$ cat src/rtl/nrriv_pkg.sv
// Shared types, widths and constants of the RIV codec.
package nrriv_pkg;

  localparam int RIV_W       = 16;
  localparam int RB_W        = 9;
  localparam int DATA_W      = 32;
  localparam int ADDR_W      = 3;
  localparam int MAX_BWP_DEF = 275;

  localparam int DIV_STEP    = 4;
  localparam int DIV_STAGES  = RIV_W / DIV_STEP;

  localparam logic [RB_W-1:0] BWP_RESET = RB_W'(275);

  localparam logic CMD_DECODE = 1'b0;
  localparam logic CMD_ENCODE = 1'b1;

  localparam logic REG_BWP_SIZE = 1'b0;

  typedef struct packed {
    logic            cmd;
    logic [RIV_W-1:0] riv_in;
    logic [RB_W-1:0]  length_in;
    logic [RB_W-1:0]  start_in;
  } in_beat_t;

  typedef struct packed {
    logic [RIV_W-1:0] riv_out;
    logic [RB_W-1:0]  length_out;
    logic [RB_W-1:0]  start_out;
    logic             error;
  } out_beat_t;

  typedef struct packed {
    logic             cmd;
    logic [RIV_W-1:0] quot;
    logic [RB_W-1:0]  rem;
  } div_res_t;

  typedef struct packed {
    logic [RIV_W-1:0] riv;
    logic             err;
  } enc_res_t;

endpackage

$ cat src/rtl/nrriv_div.sv
// Pipelined restoring divider: RIV by bandwidth-part size, four quotient bits a stage.
module nrriv_div
  import nrriv_pkg::*;
(
  input  logic            clk,
  input  logic            rst_n,
  input  logic            in_vld,
  input  in_beat_t        in_data,
  input  logic [RB_W-1:0] divisor,
  output logic            res_vld,
  output div_res_t        res
);

  logic             vld_r   [DIV_STAGES];
  logic             cmd_r   [DIV_STAGES];
  logic [RB_W-1:0]  rem_r   [DIV_STAGES];
  logic [RIV_W-1:0] acc_r   [DIV_STAGES];
  logic [RB_W-1:0]  rem_nxt [DIV_STAGES];
  logic [RIV_W-1:0] acc_nxt [DIV_STAGES];
  logic [RB_W-1:0]  rem_src [DIV_STAGES];
  logic [RIV_W-1:0] acc_src [DIV_STAGES];

  always_comb begin
    rem_src[0] = '0;
    acc_src[0] = in_data.riv_in;
    for (int s = 1; s < DIV_STAGES; s++) begin
      rem_src[s] = rem_r[s-1];
      acc_src[s] = acc_r[s-1];
    end
  end

  always_comb begin
    logic [RB_W-1:0]  rem;
    logic [RIV_W-1:0] acc;
    logic [RB_W:0]    trial;
    for (int s = 0; s < DIV_STAGES; s++) begin
      rem = rem_src[s];
      acc = acc_src[s];
      for (int k = 0; k < DIV_STEP; k++) begin
        trial = {rem, acc[RIV_W-1]};
        acc   = {acc[RIV_W-2:0], 1'b0};
        if (trial >= {1'b0, divisor}) begin
          rem    = RB_W'(trial - {1'b0, divisor});
          acc[0] = 1'b1;
        end else begin
          rem = trial[RB_W-1:0];
        end
      end
      rem_nxt[s] = rem;
      acc_nxt[s] = acc;
    end
  end

  always_ff @(posedge clk) begin
    if (!rst_n) begin
      for (int s = 0; s < DIV_STAGES; s++) begin
        vld_r[s] <= 1'b0;
      end
    end else begin
      vld_r[0] <= in_vld;
      for (int s = 1; s < DIV_STAGES; s++) begin
        vld_r[s] <= vld_r[s-1];
      end
    end
  end

  always_ff @(posedge clk) begin
    cmd_r[0] <= in_data.cmd;
    for (int s = 1; s < DIV_STAGES; s++) begin
      cmd_r[s] <= cmd_r[s-1];
    end
    for (int s = 0; s < DIV_STAGES; s++) begin
      rem_r[s] <= rem_nxt[s];
      acc_r[s] <= acc_nxt[s];
    end
  end

  assign res_vld  = vld_r[DIV_STAGES-1];
  assign res.cmd  = cmd_r[DIV_STAGES-1];
  assign res.quot = acc_r[DIV_STAGES-1];
  assign res.rem  = rem_r[DIV_STAGES-1];

endmodule

$ cat src/rtl/nrriv_enc.sv
// Encode pipeline: legality check, multiply, add, zero on error; latency matches the divider.
module nrriv_enc
  import nrriv_pkg::*;
(
  input  logic            clk,
  input  in_beat_t        in_data,
  input  logic [RB_W-1:0] bwp_n,
  output enc_res_t        res
);

  localparam int PROD_W = 2 * RB_W;

  logic              err1_r, err2_r, err3_r;
  logic [RB_W-1:0]   mul1_r, add1_r, add2_r;
  logic [PROD_W-1:0] prod2_r;
  logic [RIV_W-1:0]  sum3_r;
  enc_res_t          res_r;

  logic              err1_nxt, mirror;
  logic [RB_W:0]     span;
  logic [RB_W-1:0]   mul1_nxt, add1_nxt;
  logic [PROD_W-1:0] sum3_full;

  always_comb begin
    span     = {1'b0, in_data.length_in} + {1'b0, in_data.start_in};
    err1_nxt = (in_data.length_in == '0) || (span > {1'b0, bwp_n});
    mirror   = in_data.length_in > (RB_W'(1) + (bwp_n >> 1));
    if (mirror) begin
      mul1_nxt = bwp_n + RB_W'(1) - in_data.length_in;
      add1_nxt = bwp_n - RB_W'(1) - in_data.start_in;
    end else begin
      mul1_nxt = in_data.length_in - RB_W'(1);
      add1_nxt = in_data.start_in;
    end
    sum3_full = prod2_r + PROD_W'(add2_r);
  end

  always_ff @(posedge clk) begin
    err1_r      <= err1_nxt;
    mul1_r      <= mul1_nxt;
    add1_r      <= add1_nxt;
    err2_r      <= err1_r;
    prod2_r     <= PROD_W'(bwp_n) * PROD_W'(mul1_r);
    add2_r      <= add1_r;
    err3_r      <= err2_r;
    sum3_r      <= sum3_full[RIV_W-1:0];
    res_r.err   <= err3_r;
    res_r.riv   <= err3_r ? '0 : sum3_r;
  end

  assign res = res_r;

endmodule

$ cat src/rtl/nr_riv_codec_top.sv
// Top level of the RIV codec: size register, input and output stages, decode fix-up.
//
// Takes one command per cycle; busy never rises. Each result passes the input register
// (loaded at the edge that takes its command), four divider stages of four quotient bits
// each and the output register, and stays for exactly one cycle under out_valid; the
// receiver cannot hold it off. Encode runs beside the divider with the same latency. Write
// bwp_size only while no command is in flight.
module nr_riv_codec_top
  import nrriv_pkg::*;
#(
  parameter int MAX_BWP = MAX_BWP_DEF
) (
  input  logic              clk,
  input  logic              rst_n,
  input  logic              start,
  output logic              busy,
  input  in_beat_t          in_data,
  output logic              out_valid,
  output out_beat_t         out_data,
  input  logic              psel,
  input  logic              penable,
  input  logic              pwrite,
  input  logic [ADDR_W-1:0] paddr,
  input  logic [DATA_W-1:0] pwdata,
  output logic [DATA_W-1:0] prdata,
  output logic              pready
);

  logic [RB_W-1:0] bwp_size_r, n_eff_r, n_eff_nxt;
  logic            in_vld_r;
  in_beat_t        in_data_r;
  logic            out_valid_r;
  out_beat_t       out_data_r, out_data_nxt;
  logic            div_vld;
  div_res_t        div_res;
  enc_res_t        enc_res;
  logic            reg_sel;

  logic            keep;
  logic [RIV_W:0]  ab_sum;

  assign busy    = 1'b0;
  assign pready  = 1'b1;
  assign reg_sel = paddr[ADDR_W-1] == REG_BWP_SIZE;
  assign prdata  = reg_sel ? DATA_W'(bwp_size_r) : '0;

  always_ff @(posedge clk) begin
    if (!rst_n) begin
      bwp_size_r <= BWP_RESET;
    end else if (psel && penable && pwrite && pready && reg_sel) begin
      bwp_size_r <= pwdata[RB_W-1:0];
    end
  end

  always_comb begin
    n_eff_nxt = bwp_size_r;
    if (bwp_size_r == '0) begin
      n_eff_nxt = RB_W'(1);
    end else if (bwp_size_r > RB_W'(MAX_BWP)) begin
      n_eff_nxt = RB_W'(MAX_BWP);
    end
  end

  always_ff @(posedge clk) begin
    if (!rst_n) begin
      n_eff_r     <= BWP_RESET;
      in_vld_r    <= 1'b0;
      out_valid_r <= 1'b0;
    end else begin
      n_eff_r     <= n_eff_nxt;
      in_vld_r    <= start && !busy;
      out_valid_r <= div_vld;
    end
  end

  always_ff @(posedge clk) begin
    in_data_r  <= in_data;
    out_data_r <= out_data_nxt;
  end

  nrriv_div u_div (
    .clk     (clk),
    .rst_n   (rst_n),
    .in_vld  (in_vld_r),
    .in_data (in_data_r),
    .divisor (n_eff_r),
    .res_vld (div_vld),
    .res     (div_res)
  );

  nrriv_enc u_enc (
    .clk     (clk),
    .in_data (in_data_r),
    .bwp_n   (n_eff_r),
    .res     (enc_res)
  );

  always_comb begin
    ab_sum = {1'b0, div_res.quot} + (RIV_W+1)'(div_res.rem);
    keep   = (div_res.quot <= RIV_W'((n_eff_r >> 1) + RB_W'(1)))
          && (ab_sum < (RIV_W+1)'(n_eff_r));
    out_data_nxt = '0;
    if (div_res.cmd == CMD_ENCODE) begin
      out_data_nxt.riv_out = enc_res.riv;
      out_data_nxt.error   = enc_res.err;
    end else if (keep) begin
      out_data_nxt.length_out = div_res.quot[RB_W-1:0] + RB_W'(1);
      out_data_nxt.start_out  = div_res.rem;
    end else begin
      out_data_nxt.length_out = n_eff_r + RB_W'(1) - div_res.quot[RB_W-1:0];
      out_data_nxt.start_out  = n_eff_r - RB_W'(1) - div_res.rem;
    end
  end

  assign out_valid = out_valid_r;
  assign out_data  = out_data_r;

endmodule

$ cat config.mk
export PLATFORM = sky130hd
export DESIGN_NAME = nr_riv_codec_top
export DESIGN_NICKNAME = d
export VERILOG_FILES = /design/src/rtl/nrriv_pkg.sv /design/src/rtl/nrriv_div.sv /design/src/rtl/nrriv_enc.sv /design/src/rtl/nr_riv_codec_top.sv
export SDC_FILE = /design/constraint.sdc
export NUM_CORES = 1
export LEC_CHECK = 0
export BUFFER_PORTS_ARGS = -buffer_cell sky130_fd_sc_hd__buf_2
export CELL_PAD_IN_SITES_DETAIL_PLACEMENT = 2
export CELL_PAD_IN_SITES_GLOBAL_PLACEMENT = 2
export CORE_UTILIZATION = 39
export CTS_CLUSTER_SIZE = 40
export DETAILED_ROUTE_END_ITERATION = 7
export PLACE_DENSITY_LB_ADDON = 0.1
export SYNTH_ARGS = -nofsm -noshare
export SYNTH_HDL_FRONTEND = slang
export SYNTH_SLANG_ARGS = --single-unit
$ cat constraint.sdc
create_clock -name clk -period 11.73 [get_ports clk]
set_input_delay 0 -clock clk [delete_from_list [all_inputs] [get_ports clk]]
set_output_delay 0 -clock clk [all_outputs]
set_load 0.01 [all_outputs]
# Yosys cells after proc, flatten, opt, wreduce, memory -nomap -nowiden
# Memories as Yosys holds them, arrays and structs flattened. A register that Yosys moved wholly into a read port is not among the register bits.
# Index checks and enable logic that the tools add are counted.
[word_totals]
ff_bits = 168
latch_bits = 0
ramBits = 108
mem_bits_ro = 0
inputBits = 76
output_inout_bits = 70
elab_cells = 136
memories = 4
[memory_table]
columns = ["memory", "depth", "word_bits", "read_ports", "rd_ports_with_merged_regs", "write_ports", "line_no", "text"]
rows = [
  ["u_div.acc_r", 4, 16, 4, 0, 4, "nrriv_div.sv:17", "logic [RIV_W-1:0] acc_r [DIV_STAGES];"],
  ["u_div.rem_r", 4, 9, 4, 0, 4, "nrriv_div.sv:16", "logic [RB_W-1:0] rem_r [DIV_STAGES];"],
  ["u_div.cmd_r", 4, 1, 4, 0, 4, "nrriv_div.sv:15", "logic cmd_r [DIV_STAGES];"],
  ["u_div.vld_r", 4, 1, 4, 1, 4, "nrriv_div.sv:14", "logic vld_r [DIV_STAGES];"],
]
[classes]
add_sub_neg = 29
mul = 1
div = 0
magnitude_cmp = 21
n_eq_ne = 0
shift = 0
mux = 44
bitwise = 6
reduce_logical = 9
[ops]
columns = ["operator", "count"]
rows = [
  ["$mux W9", 21],
  ["$sub A9 B9 Y9", 19],
  ["$ge A10 B9 Y1", 15],
  ["$mux W1", 22],
  ["$add A9 B1 Y9 const B", 2],
  ["$logic_not A9 Y1", 2],
  ["$mux W18", 1],
  ["$sub A9 B1 Y9 const B", 2],
  ["$add A16 B9 Y17", 1],
  ["$lt A17 B9 Y1", 1],
  ["$add A16 B9 Y16", 1],
  ["$le A16 B9 Y1", 1],
  ["$mul A9 B9 Y16", 1],
  ["$add A9 B9 Y10", 1],
  ["$gt A10 B9 Y1", 1],
  ["$add A1 B8 Y9 const A", 1],
  ["$add A8 B1 Y9 const B", 1],
  ["$ge A1 B9 Y1", 1],
  ["$gt A9 B9 Y1", 1],
  ["$gt A9 B9 Y1 const B", 1],
  ["$sub A1 B9 Y9", 1],
  ["$logic_and A1 B1 Y1", 4],
  ["$or A1 B1 Y1", 4],
  ["$reduce_or A3 Y1", 1],
  ["3 further kinds", 4],
]

# Depth between registers and ports, before layout
# Gate-level depths: netlist (run 1).
# An unclocked memory read counts as a cell.
[logic_depth]
depth_word = 9
mapped_depth = 40
ltp_nobuf = 37

# Hierarchy
# From an unflattened synthesis (run 1), not the netlist that was laid out.
[unflattened]
cells_unflattened = 2224
hier_area_um2 = 20193.1
[modules_own_cells]
columns = ["module", "n_inst", "cells_each", "area_per_inst_um2", "seq_area_each_um2"]
rows = [
  ["nrriv_div", 1, 1024, 9132.5, 2162.1],
  ["nrriv_enc", 1, 735, 6622.6, 1581.5],
  ["nr_riv_codec_top", 1, 465, 4438.0, 1801.7],
]

# Worst setup path after synthesis (run 1)
# Ideal clock, no wire load.
[synth_path]
path_kind = "reg2reg"
from = "reg n_eff_r[1]"
to = "mem u_div.rem_r[3][1]"
setup_ns = 0.121
arrival_time_ns = 9.053
required_ns = 11.609
path_slack_ns = 2.556
path_stages_with_launch = 34
path_buffers = 3
period_less_slack_ns = 9.174
cell_sequence = "dfxtp_1 > clkbuf_1 > inv_1 > fa_1 > a211oi_2 > o21ai_1 > a31oi_2 > a21oi_1 > buf_2 > mux2_2 > ha_1 > nor2b_1 > o21ai_0 > nand3_1 > a21o_1 > a221oi_4 > buf_6 > mux2i_1 > ha_1 > nor2b_1 > o21ai_1 > nand2b_1 > nor2b_1 > a2111oi_1 > a21oi_1 > a211oi_4 > mux2_2 > ha_1 > a21o_1 > a21o_1 > a211o_1 > a221oi_1 > o221ai_4 > mux2_2"
[synth_lines]
columns = ["element", "line_no", "text"]
rows = [
  ["start, declared", "nr_riv_codec_top.sv:29", "logic [RB_W-1:0] bwp_size_r, n_eff_r, n_eff_nxt;"],
  ["start signal, assigned", "nr_riv_codec_top.sv:70", "n_eff_r <= n_eff_nxt;"],
  ["end, declared", "nrriv_div.sv:16", ""],
]

==> results of run 1 <==
## cell usage in the layout, fill, tap and decap left out, types with 4 or more instances in the layout
cell	n
xnor2_1	131
inv_1	206
clkbuf_8	5
a211oi_1	13
nor2_1	114
inv_2	4
ha_1	269
a211oi_2	4
dfxtp_1	276
a21oi_1	125
nand4_1	34
a31oi_1	6
conb_1	25
dlygate4sd3_1	56
nand3_1	30
or2_2	8
mux2_2	71
buf_4	23
mux2i_1	34
o21ai_0	95
o21bai_1	19
fa_1	71
o21ai_1	4
a21o_1	68
buf_2	95
or3_1	5
o31ai_1	7
nor2b_1	52
clkinv_4	5
and3_1	11
nand2b_1	22
clkbuf_16	37
o21a_1	18
and2_1	64
nand2_1	160
clkinv_2	6
xor2_1	56
a21boi_0	19
nor3_1	29
## logic make-up after synthesis
| logic type | count (synthesis) |
|---|---|
| buf+inv | 276 |
| compound gates | 424 |
| flops | 277 |
| mux | 107 |
| simple gates | 550 |
| xor+xnor | 187 |
| fa+ha+maj | 340 |
| other cells | 2 |
## layout make-up
class | count | area (um2) | share of cell area
Timing Repair Buffer | 174 | 1209 | 0.05302
Clock buffer | 45 | 1006 | 0.04413
Clock inverter | 16 | 156.4 | 0.006861
Inverter | 211 | 792.0 | 0.03474
Tap cell | 672 | 840.8 | 0.03688
Sequential cell | 277 | 5547 | 0.2433
Multi-Input combinational cell | 1633 | 13250 | 0.5810
## cell usage after synthesis (all sizes together), types with 8 or more instances
master    n  area share
xor2     56       0.025
o21bai   19      0.0072
o21a     18      0.0068
a21o     69       0.026
and3     11      0.0035
nand2   161       0.031
nor2b    53       0.017
nand4    34       0.011
mux2i    35       0.018
and2     64       0.020
inv     210       0.040
fa       71       0.072
o21ai    99       0.025
mux2     72       0.041
nor3     31      0.0083
a21boi   19      0.0072
dfxtp   277        0.28
ha      269        0.17
nand2b   22      0.0069
xnor2   131       0.058
or2       8      0.0025
buf      37       0.013
a211oi   18      0.0084
clkbuf   28      0.0054
a21oi   126       0.032
nand3    31      0.0081
nor2    115       0.022
## layer usage
metal	part of all wire	up-vias	track usage
li1	-	7680	-
met5	0	-	0
met2	0.53	142	0.4707
met4	0.028	0	0.07253
met1	0.42	7954	0.2782
met3	0.018	86	0.02749
## timing repair
action	in CTS	in global routing
setup buffers	0	0
hold buffers	56	0
endpoints found under the hold margin	59	0
## path summary, 6_finish.rpt
path / from / to / slack (ns) / depth (start not counted)
min reg2reg: in_data_r[20]$_DFF_P_ / u_div.acc_r[0][6]$_DFF_P_ / 0.32 / 0
max: n_eff_r[2]$_SDFF_PP0_ / u_div.rem_r[3][7]$_DFF_P_ / 1.65 / 35
min: in_data[27] / in_data_r[27]$_DFF_P_ / 0.08 / 2
max reg2reg: n_eff_r[2]$_SDFF_PP0_ / u_div.rem_r[3][7]$_DFF_P_ / 1.65 / 35
## critical path, delay by kind of cell (launching register included)
kind	cells	cell delay [ns]
and+or+nand+nor	9	0.82
AOI/OAI and AO/OA	17	5.55
adders and majority gates	4	1.68
DFF	1	0.31
buffers and inverters	3	0.84
muxes	2	0.71
## sequential cells by signal (all words and copies together), names as in the netlist, 9 cells and up
signal,cells
u_enc.add2_r,9
u_enc.prod2_r,16
u_enc.res,17
u_enc.mul1_r,9
n_eff_r,9
u_enc.add1_r,9
u_div.rem_r,36
bwp_size_r,9
u_enc.sum3_r,16
in_data_r,35
u_div.acc_r,64
out_data,35
## through the flow
step	instances	area, um2	setup WS [ns]	hold WS (ns)	utilization
4_1_cts	3028	22800	1.618	0.04971	0.4544
3_5_place_dp	2911	21070	1.664	0.1045	0.4200
2_1_floorplan	2186	19940	2.556	0.02772	-
6_report	3028	22800	1.647	0.07861	0.4544
3_3_place_gp	2911	21070	1.906	0.1016	0.4200
5_1_grt	3028	22800	0.7886	0.07426	0.4544
==> key figures, run 1 <==
Logic synthesis
  • XOR/XNOR Fraction of Synth Area: 0.08251
  • Synth Cell Area: slightly below 0.02 mm2
  • Cell variety after synth: between 80 and 90
  • Adder-cell share of the synthesized area: 0.2412
  • Largest family of logic cells by synthesized area: adder cells
  • Post-Synth Simple-Gate Area: 0.1374
  • Post-synthesis register bit count: 277
  • Compound-Gate Fraction of Synth Area: 0.1419
  • Multiplexer share of the synthesized area: 0.05931
  • Ys async rst share: 0
  • Cells after Synth: ~2,200
  • Synth warnings: 0
  • Main synth FF type: dfxtp_1
  • Post-synth EDFFs: 0
  • Syn_area_per_cell: 9.177 um2
  • Register area share after synthesis: 0.2794

Final layout
  • Nets: 2,748
  • Diodes inserted: 0
  • Synth-to-Final Area Change: 14.84%
  • # fillers: around 5,500
  • Fraction of final layout cells sized beyond drive strength 1: 0.1218

Global route
  • Initial antenna violation count: 1
  • GR Util All Layers: 0.2441
  • Largest net degree at the start of global routing: 37
  • First-pass GRT wire length: 97.84 mm
  • Grt ovf: 0
  • Vias in the first global route: 18,040

STA
  • Final setup viols: 0
  • Slew headroom: 0.3120
  • Peak Freq: around 99 MHz
  • Fin. max-slew vios: 0
  • Setup TNS: 0 ns
  • Slew @ Worst Pin: between 1 and 1.5 ns
  • Fin Clk Skew: between 0.03 and 0.04 ns
  • Final hold vios: 0
  • Crit share post-route: 0.8596
  • RSZ-0062 raised after global routing: no
  • Min Clock Period, post-route: slightly above 10 ns

Clock tree
  • Htree depth: 2
  • Clock root cell: clkbuf_16
  • TritonCTS Buffers: 35
  • Worst-skew pair later-pin latency: 0.55 ns
  • Post_cts resized: 0
  • Max clock buf depth: 3
  • TritonCTS clock tree: yes
  • Clock sink count: about 280
  • Clock transition at path regs: 0.06 ns

Drt
  • Drt first pass iters: 4
  • Vias per inst: 5.238
  • Drc violations: 0
  • Routed len/inst: slightly above 20 um
  • Routed WL: a little over 60 mm
  • 1st-iter DRT viols: slightly above 400
  • Final ANT Viol Nets: 0
  • Vias: around 16,000

Placed design
  • PortBufs: 95
  • Placer Congestion: around 0.84
  • Final HPWL DP: between 40 and 50 mm

Die
  • Row cnt: 82
  • Initial Util: 0.3957
  • Die area: between 0.05 and 0.06 mm2
  • Die H: about 230 um
  • Core area: ~0.050 mm2
  • Die Width: ~230 um
  • I/O pins: ~150

Critical path
  • Crit Path Class: reg -> reg
  • Critical Path AT: around 11 ns
  • Crit-path most repeated cell: a21oi_1
  • CP max stage delay: between 0.6 and 0.7 ns
  • Worst-path fanout max: 18
  • CP startpoint kind: register
  • Cell with the largest stage delay on the worst path: a221oi_4
  • CP required: between 10 and 15 ns
  • Crit. End Element: register

Flow run
  • Max-cap violations: 0

Hold path
  • Hold crit path type: in -> reg

Status
  • Status: finished, final reports clean
Power of run 1 is left out: the tool's default activity adds up to more than one toggle a clock period on the data nets, which glitch-free logic cannot reach.
==> run 2: changes to the inputs <==
--- a/config.mk
+++ b/config.mk
@@ -14,4 +14,5 @@
 export PLACE_DENSITY_LB_ADDON = 0.1
 export SYNTH_ARGS = -nofsm -noshare
 export SYNTH_HDL_FRONTEND = slang
+export SYNTH_HIERARCHICAL = 1
 export SYNTH_SLANG_ARGS = --single-unit
==> key figures, run 2 <==
STA
  • Crit share post-route: 0.7973
  • Final hold vios: 0
  • Min Clock Period, post-route: slightly above 9 ns
  • Final setup viols: 0
  • RSZ-0062 raised after global routing: no
  • Slew @ Worst Pin: just over 0.9 ns
  • Fin. max-slew vios: 0
  • Setup TNS: 0 ns
  • Slew headroom: 0.3786
  • Peak Freq: roughly 110 MHz
  • Fin Clk Skew: about 0.027 ns

Clock tree
  • TritonCTS Buffers: 36
  • TritonCTS clock tree: yes
  • Clock sink count: between 200 and 300
  • Postcts setup bufs: 0
  • Worst-skew pair later-pin latency: about 0.55 ns
  • Htree depth: 2
  • Post_cts resized: 0
  • Hold Buf Count CTS: 56
  • Clock transition at path regs: ~0.06 ns
  • Max clock buf depth: 3
  • Clock root cell: clkbuf_16

Logic synthesis
  • Post-synth top area share: 0.2746
  • Ys async rst share: 0
  • Most area-consuming cells after synthesis: dfxtp_1, ha_1, fa_1
  • Post-synthesis register bit count: roughly 280
  • Syn_area_per_cell: between 9 and 10 um2
  • Register area share after synthesis: 0.2746
  • List of most frequent post-synthesis cells: ha_1, dfxtp_1, inv_1
  • Yosys top cell by area: dfxtp_1
  • Synth Cell Area: roughly 0.020 mm2
  • Cells after Synth: ~2,200
  • Top-count cell post-synth: ha_1
  • Cell variety after synth: around 90
  • Post-synth EDFFs: 0
  • Main synth FF type: dfxtp_1
  • Synth warnings: 6

Critical path
  • Worst-path fanout max: 13
  • CP required: 12.16 ns
  • Critical Path AT: between 9 and 10 ns
  • CP max stage delay: between 0.6 and 0.7 ns
  • Crit Path Class: reg -> reg
  • Cell with the largest stage delay on the worst path: dfxtp_2
  • Crit. End Element: register
  • CP startpoint kind: register

Die
  • Die Width: around 230 um
  • I/O pins: 146
  • Core area: between 0.05 and 0.06 mm2
  • Row cnt: 83
  • Die H: 229.5 um
  • Initial Util: 0.3944
  • Die area: approximately 0.053 mm2

Placed design
  • Final HPWL DP: ~46 mm
  • PortBufs: 95
  • Post-DP Area: ~0.021 mm2
  • Placer Congestion: slightly below 0.8
  • Placed Cells incl. Taps: between 2,000 and 3,000

Status
  • Status: finished, final reports clean

Drt
  • Met1 WL: around 27 mm
  • Routed len/inst: slightly below 20 um
  • Met2 wire length: about 32 mm
  • Uppermost routed layer: met4
  • 1st-iter DRT viols: between 400 and 500
  • Vias per inst: 5.288
  • Final ANT Viol Nets: 0
  • Drt first pass iters: 4
  • Routed wl met3: about 1.5 mm
  • Drc violations: 0
  • Routed WL: 61.51 mm
  • Vias: 16,410

Final layout
  • Post-route insts no fill: 3,103
  • Commonest non-fill, non-tap cell in the layout: ha_1
  • Reg area: roughly 0.0055 mm2
  • Nets: between 2,000 and 3,000
  • Biggest register: u_div/acc_r
  • Design Area, Final: about 0.023 mm2
  • Max reg flops: 64
  • Fraction of final layout cells sized beyond drive strength 1: 0.1168
  • Synth-to-Final Area Change: 15.22%
  • Diodes inserted: 0
  • # fillers: approximately 5,600
  • Most frequent cells in the layout: ha_1, dfxtp_1, inv_1
  • Multi-input logic area: roughly 0.014 mm2
  • Largest regs: u_div/acc_r (64), u_div/rem_r (36)

Global route
  • Vias in the first global route: between 15,000 and 20,000
  • Initial antenna violation count: 0
  • GR Util All Layers: 0.2381
  • Largest net degree at the start of global routing: 39
  • Grt ovf: 0
  • First-pass GRT wire length: ~100 mm

Flow run
  • Max-cap violations: 0

Hold path
  • Hold crit path type: in -> reg
[run 2: changes by cell type after synthesis, moves of 13 or more]
| cell | delta |
|---|---|
| inv_1 | +22 |
| a21o_1 | -27 |
| and2_1 | +14 |
| nor2_1 | +13 |
| o21ai_1 | +20 |
| o21ai_0 | -22 |
| nand2_1 | -14 |
[run 2: path summary, 6_finish.rpt]
check / slack, ns / from / depth (start not counted) / end
worst max-delay path: 2.38 / n_eff_r[0]$_SDFF_PP1_ / 36 / u_div/rem_r[3][5]$_DFF_P_
worst min-delay path: 0.08 / in_data[20] / 2 / in_data_r[20]$_DFF_P_
worst max register to register: 2.38 / n_eff_r[0]$_SDFF_PP1_ / 36 / u_div/rem_r[3][5]$_DFF_P_
worst min register to register: 0.32 / in_data_r[21]$_DFF_P_ / 0 / u_div/acc_r[0][7]$_DFF_P_
[run 2: cell type report]
cell class	instances	area share
Multi-Input combinational cell	1678	0.5810
Sequential cell	277	0.2384
Timing Repair Buffer	174	0.05195
Clock buffer	47	0.04313
Inverter	232	0.03753
Tap cell	680	0.03657
Clock inverter	15	0.01135
[run 2: per-stage QoR]
stage               hold slack (ns)    util  worst slack, ns
detailed placement           0.1043  0.4188            2.344
floorplan                   0.02772       -            2.946
global placement             0.1022  0.4188            2.458
CTS                         0.04325  0.4545            2.237
global route                0.05138  0.4545            1.694
finish                      0.07558  0.4545            2.378
[run 2: kinds of logic (layout without fill, tap and decap cells)]
group	count (synthesis)	count (layout)	synth area share
buffers and inverters	292	468	0.06060
flip-flops	277	277	0.2746
adder cells (fa/ha/maj)	351	351	0.2439
XOR/XNOR	174	174	0.07547
other	2	25	0.0003719
AO/OA/AOI/OAI	429	429	0.1381
AND/OR/NAND/NOR	600	600	0.1518
multiplexers	99	99	0.05515
[run 2: per-layer routing]
metal,track usage,vias to the layer above
li1,-,7937
met1,0.2783,8222
met2,0.4502,168
met3,0.03075,83
met4,0.06292,0
met5,0,-
[run 2: worst max-delay path: cells and delay by family (launching register included)]
kind / cells / cell delay (ns)
AND/OR/NAND/NOR: 9 / 1.37
flip-flops: 1 / 0.62
buffers and inverters: 4 / 0.86
multiplexers: 3 / 1.04
adder cells (fa/ha/maj): 5 / 1.84
AO/OA/AOI/OAI: 15 / 3.50
Power of run 2 is left out for the same reason.
